$ cat config.mk
export PLATFORM = sky130hd
export DESIGN_NAME = tfa_ram
export DESIGN_NICKNAME = d
export VERILOG_FILES = /design/src/design/tfa_ram.sv
export SDC_FILE = /design/constraint.sdc
export NUM_CORES = 1
export LEC_CHECK = 0
export BUFFER_PORTS_ARGS = -buffer_cell sky130_fd_sc_hd__buf_2
export CAP_MARGIN = 0
export CORE_MARGIN = 1.5
export CORE_UTILIZATION = 45
export DETAILED_ROUTE_END_ITERATION = 8
export PLACE_DENSITY = 0.72
export REMOVE_ABC_BUFFERS = 1
export SLEW_MARGIN = 5
export SYNTH_ARGS = -nofsm -noshare
export SYNTH_HDL_FRONTEND = slang
export SYNTH_SLANG_ARGS = --single-unit
$ cat constraint.sdc
create_clock -name clk -period 0.8 [get_ports clk]
set_input_delay 0.08 -clock clk [delete_from_list [all_inputs] [get_ports clk]]
set_output_delay 0.08 -clock clk [all_outputs]
set_load 0.01 [all_outputs]
$ cat src/design/tfa_ram.sv
`timescale 1ns / 1ps
module tfa_ram #(
  parameter int     WIDTH = 8,
  parameter longint DEPTH = 2
) (
  input  logic                                      clk,
  input  logic                                      we,
  input  logic [(DEPTH > 1 ? $clog2(DEPTH) : 1)-1:0] waddr,
  input  logic [WIDTH-1:0]                          wdata,
  input  logic                                      re,
  input  logic [(DEPTH > 1 ? $clog2(DEPTH) : 1)-1:0] raddr,
  output logic [WIDTH-1:0]                          rdata
);

  logic [WIDTH-1:0] mem [DEPTH];

  always_ff @(posedge clk) begin
    if (we) begin
      mem[waddr] <= wdata;
    end
    if (re) begin
      rdata <= mem[raddr];
    end
  end

endmodule

==> flow_metrics.env, run 1 <==
export IMPL_ys_seq_area_share_pct=83.4
export IMPL_post_cts_resize_count=0
export IMPL_core_area_um2=1760
export IMPL_syn_area_um2=865
export IMPL_hold_slack_ns=0.0968
export IMPL_rows=15
export IMPL_syn_inst=35
export IMPL_worst_slew_pin_transition_ns=0.360
export IMPL_arrival_ns=0.97
export IMPL_setup_violations=16
export IMPL_htree_levels=1
export IMPL_drv_cap=0
export IMPL_critPathSlowestCell="edfxtp_1"
export IMPL_irDropWorstVdd_v=0.00140
export IMPL_viasPerCell=4.55
export IMPL_diodes=0
export IMPL_route_detailed_drc=0
export IMPL_wl_per_cell_um=12.1
export IMPL_final_common_cell="edfxtp_1"
export IMPL_finalNetCount=81
export IMPL_drive_gt1_share_pct=49.3
export IMPL_finalInstanceArea_um2=1120
export IMPL_critPathTopFamily="flip-flops"
export IMPL_grt_usage_pct=11.5
export IMPL_numCtsBuffers=3
export IMPL_fp_dieW_um=46.8
export IMPL_path_cells="mux2_4"
export IMPL_post_dp_cell_area_um2=992
export IMPL_maxSlewViolCount=0
export IMPL_slew_limit_headroom_pct=76.0
export IMPL_post_route_period_util_pct=113
export IMPL_cp_buffers_inverters=0
export IMPL_path_max_fanout=1
export IMPL_vias=419
export IMPL_cpPeakStageDelay_ns=0.40
export IMPL_hold_violations=0
export IMPL_endpoint_kind="flop"
export IMPL_grt_max_degree=15
export IMPL_synth_seq_cells=24
export IMPL_finalWirelength_um=1110
export IMPL_yosys_warnings=0
export IMPL_cts_max_path_buffers=2
export IMPL_io_pins=21
export IMPL_cts_root_buffer="clkbuf_4"
export IMPL_grt_pass1_wl_um=1590
export IMPL_cp_required_ns=0.87
export IMPL_clk_pin_slew_worst_paths_ns=0.13
export IMPL_worstSetupStartpointType="flop"
export IMPL_violations="negative setup slack"
export IMPL_syn2layout_area_growth_pct=30.1
export IMPL_ys_types=5
export IMPL_first_iter_violations=0
export IMPL_clk_latency_ns=0.30
export IMPL_gr_total_overflow=0
export IMPL_skew_ns=0.00531
export IMPL_final_cell_mix="edfxtp_1 (24), buf_2 (20), mux2_4 (8), dlygate4sd3_1 (8), clkbuf_4 (3)"
export IMPL_cellPowerDensity_nw_per_um2=2270
export IMPL_power_leakage_nw=0.444
export IMPL_fin_ws_ns=-0.107
export IMPL_outcome="complete, but fails checks"
export IMPL_fmax_mhz=1100
export IMPL_dieArea_um2=2190
export IMPL_start_util_pct=49.0
export IMPL_syn_avg_cell_area_um2=24.7
export IMPL_fin_crit_ns=0.907
export IMPL_cts_tree="yes"
export IMPL_antenna_found_initial=0
export IMPL_rsz0062_at_grt="true"
export IMPL_pre_cts_ws_ns=-0.126
export IMPL_gp_congestion=0.679
export IMPL_min_path_type="in -> reg"
export IMPL_first_pass_iters=1
export IMPL_portBuffers=20
export IMPL_first_global_vias=378
export IMPL_dieHeight_um=46.8
export IMPL_worstSetupPathType="reg -> reg"
export IMPL_cts_sinks=24
export IMPL_p_total_w=0.00256
export IMPL_ant_nets=0
## cell families (layout without fill, tap and decap cells)
group         Yosys count  count (layout)  share of synthesized area, %
flops                  24              24                          83.4
simple gates            2               2                          1.45
mux                     8               8                          13.9
buf+inv                 1              33                          1.30
## worst paths after layout
path | endpoint | slack [ns] | cells after the start | startpoint
worst max-delay path | rdata[4] | -0.11 | 1 | mem[0][4]
worst min-delay path | rdata[7] | 0.1 | 1 | re
worst max register to register | rdata[4] | -0.11 | 1 | mem[0][4]
worst min register to register | rdata[6] | 0.56 | 1 | mem[1][6]
## registers in the layout, indices dropped and copies added (netlist names)
| name | cells |
|---|---|
| mem | 16 |
| rdata | 8 |
## report_power, final
group	internal (W)	switching, W
clock network	0.000506	0.000338
logic	0.000124	0.0000850
registers	0.00148	0.0000188
total	0.00211	0.000442
## through the flow
| stage | cells | setup TNS [ns] | utilization [%] |
|---|---|---|---|
| after global placement | 80 | -1.12 | 56.2 |
| after CTS | 92 | -1.61 | 63.8 |
| after detailed placement | 80 | -1.63 | 56.2 |
| after floorplan | 34 | -0.990 | - |
| final | 92 | -1.46 | 63.8 |
| after global routing | 92 | -2.11 | 63.8 |
## cell usage after synthesis, drive strengths merged
| master | n | area share (%) |
|---|---|---|
| nor2b | 1 | 0.72 |
| mux2 | 8 | 14 |
| and2 | 1 | 0.72 |
| edfxtp | 24 | 83 |
| buf | 1 | 1.3 |
## what timing repair did
item                                    in CTS  in global routing
hold endpoints to repair                    16                  0
buffers inserted                             0                  0
hold buffers                                 8                  0
endpoints found under the setup margin      16                 16
## layout make-up
class	count	area [um^2]
sequential	24	721
clock buffer	3	22.5
tap	25	31.3
multi-input combinational	10	133
fill	139	639
clock inverter	1	30.0
timing repair buffer	29	188
## metal layers
| layer | track usage (%) | routed length (um) | share of wire (%) |
|---|---|---|---|
| met2 | 20.5 | 610 | 55 |
| met4 | 5.00 | 11 | 0.99 |
| met3 | 4.62 | 59 | 5.3 |
| met1 | 11.8 | 432 | 39 |
| met5 | 0 | 0 | 0 |
Note: power is estimated with default switching activity, not from simulation.
==> run 2, diff against run 1 <==
Settings changed: CELL_PAD_IN_SITES_DETAIL_PLACEMENT set to 0, CELL_PAD_IN_SITES_GLOBAL_PLACEMENT set to 1, CORE_UTILIZATION 45 to 38, PLACE_DENSITY 0.72 to unset, PLACE_DENSITY_LB_ADDON set to 0.1.
==> run 2 against run 1 <==
- the flow still finishes with violations (negative setup slack)
- core utilization down 13 points
- combinational power about the same
- wire length rose by 2.4%
- flip-flop and latch count did not move
- first-iteration DRC count up 1
- sequential share of layout area rose by 1.3 points
- total power is 13% lower
- clock skew is essentially flat
- setup slack lost 0.020 ns
- non-clock buffer count unchanged
- via count grew 0.72%
==> flow_metrics.env, run 2 (same netlist as run 1, synthesis figures left out) <==
export IMPL_outcome="complete, but fails checks"
export IMPL_violations="negative setup slack"
export IMPL_grt_pass1_wl_um=1720
export IMPL_cts_root_buffer="clkbuf_4"
export IMPL_cts_max_path_buffers=2
export IMPL_finalSetupTns_ns=-1.55
export IMPL_gp_congestion=0.612
export IMPL_worst_slew_pin_transition_ns=0.373
export IMPL_maxSlewViolCount=0
export IMPL_setup_violations=16
export IMPL_dieHeight_um=50.7
export IMPL_cts_sinks=24
export IMPL_fp_dieW_um=50.7
export IMPL_dp_cells=83
export IMPL_final_common_cell="edfxtp_1"
export IMPL_min_path_type="in -> reg"
export IMPL_cts_tree="yes"
export IMPL_hold_violations=0
export IMPL_final_core_util_pct=50.8
export IMPL_grt_usage_pct=9.96
export IMPL_cellPowerDensity_nw_per_um2=2020
export IMPL_fin_crit_ns=0.927
export IMPL_clk_pin_slew_worst_paths_ns=0.12
export IMPL_gr_total_overflow=0
export IMPL_finalNetCount=81
export IMPL_first_pass_iters=3
export IMPL_cts_setup_buffers=0
export IMPL_largest_register="mem"
export IMPL_largest_register_ffs=16
export IMPL_final_cell_mix="edfxtp_1 (24), buf_2 (20), mux2_4 (8), dlygate4sd3_1 (8), clkbuf_4 (3)"
export IMPL_grtUsageMet2_pct=17.3
export IMPL_portBuffers=20
export IMPL_io_pins=21
export IMPL_numCtsBuffers=3
export IMPL_busiest_layer="met2"
export IMPL_grt_max_degree=14
export IMPL_first_global_vias=402
export IMPL_core_area_um2=2170
export IMPL_rsz0062_at_grt="true"
export IMPL_critPathSlowestCell="edfxtp_1"
export IMPL_worstSetupPathType="reg -> out"
export IMPL_final_cells=95
export IMPL_htree_levels=1
export IMPL_ant_nets=0
export IMPL_fillers=194
export IMPL_irDropWorstVdd_v=0.000821
export IMPL_start_util_pct=39.9
export IMPL_cpPeakStageDelay_ns=0.39
export IMPL_cp_required_ns=0.72
export IMPL_viasPerCell=4.44
export IMPL_p_total_w=0.00223
export IMPL_worstSetupStartpointType="flop"
export IMPL_use_met3_pct=3.27
export IMPL_route_detailed_drc=0
export IMPL_power_leakage_nw=0.432
export IMPL_cp_buffers_inverters=1
export IMPL_path_max_fanout=1
export IMPL_reg_top3="mem (16), rdata (8)"
export IMPL_fmax_mhz=1080
export IMPL_hold_slack_ns=0.0874
export IMPL_rrSetupSlack_ns=-0.10
export IMPL_diodes=0
export IMPL_slew_limit_headroom_pct=75.2
export IMPL_fin_ws_ns=-0.127
export IMPL_path_cells="buf_2"
export IMPL_drive_gt1_share_pct=47.8
export IMPL_critPathTopFamily="flip-flops"
export IMPL_grt_use_met1_pct=9.40
export IMPL_dieArea_um2=2570
export IMPL_arrival_ns=0.85
export IMPL_skew_ns=0.00523
export IMPL_rows=17
export IMPL_drv_cap=0
export IMPL_clk_latency_ns=0.31
export IMPL_finalWirelength_um=1140
export IMPL_wl_per_cell_um=12.0
export IMPL_post_route_period_util_pct=116
export IMPL_antenna_found_initial=0
export IMPL_vias=422
export IMPL_first_iter_violations=1
export IMPL_syn2layout_area_growth_pct=27.5
export IMPL_endpoint_kind="output pin"
[run 2: timing repair]
item                                   4_1_cts  5_1_grt
pin swaps                                    0        0
resized for setup                            0        0
hold buffers                                 8        0
endpoints found under the hold margin       16        0
setup endpoints to repair                   16       16
[run 2: where the power goes]
| part | switching, W | internal, W | total (W) | leakage, nW |
|---|---|---|---|---|
| Combinational | 0.0000843 | 0.000124 | 0.000208 | 0.188 |
| Sequential | 0.0000212 | 0.00148 | 0.00150 | 0.228 |
| Clock | 0.000332 | 0.000183 | 0.000515 | 0.0154 |
| Total | 0.000437 | 0.00179 | 0.00223 | 0.432 |
[run 2: metal layers]
| layer | share of wire (%) | wire length (um) |
|---|---|---|
| met2 | 51 | 577 |
| met4 | 3.5 | 40 |
| met1 | 38 | 435 |
| met5 | 0 | 0 |
| met3 | 7.6 | 87 |
[run 2: worst paths after layout]
path | start | endpoint | cells after the start
setup / recovery | rdata[1] | rdata[1] | 1
setup reg to reg | mem[0][5] | rdata[5] | 1
hold reg to reg | mem[0][0] | rdata[0] | 1
hold / removal | re | rdata[3] | 1
[run 2: area by class of cell]
cell class / instances / area [um^2] / area share (%)
Timing Repair Buffer: 29 / 188 / 17.0
Sequential cell: 24 / 721 / 65.4
Clock buffer: 3 / 22.5 / 2.04
Multi-Input combinational cell: 10 / 133 / 12.0
Tap cell: 28 / 35.0 / 3.18
Clock inverter: 1 / 3.75 / 0.341
[run 2: metrics by stage]
step                setup slack (ns)  instance area, um^2
floorplan                    -0.0734                  853
global placement             -0.0921                  996
detailed placement            -0.127                  996
CTS                           -0.151                 1100
global route                  -0.172                 1100
finish                        -0.127                 1100
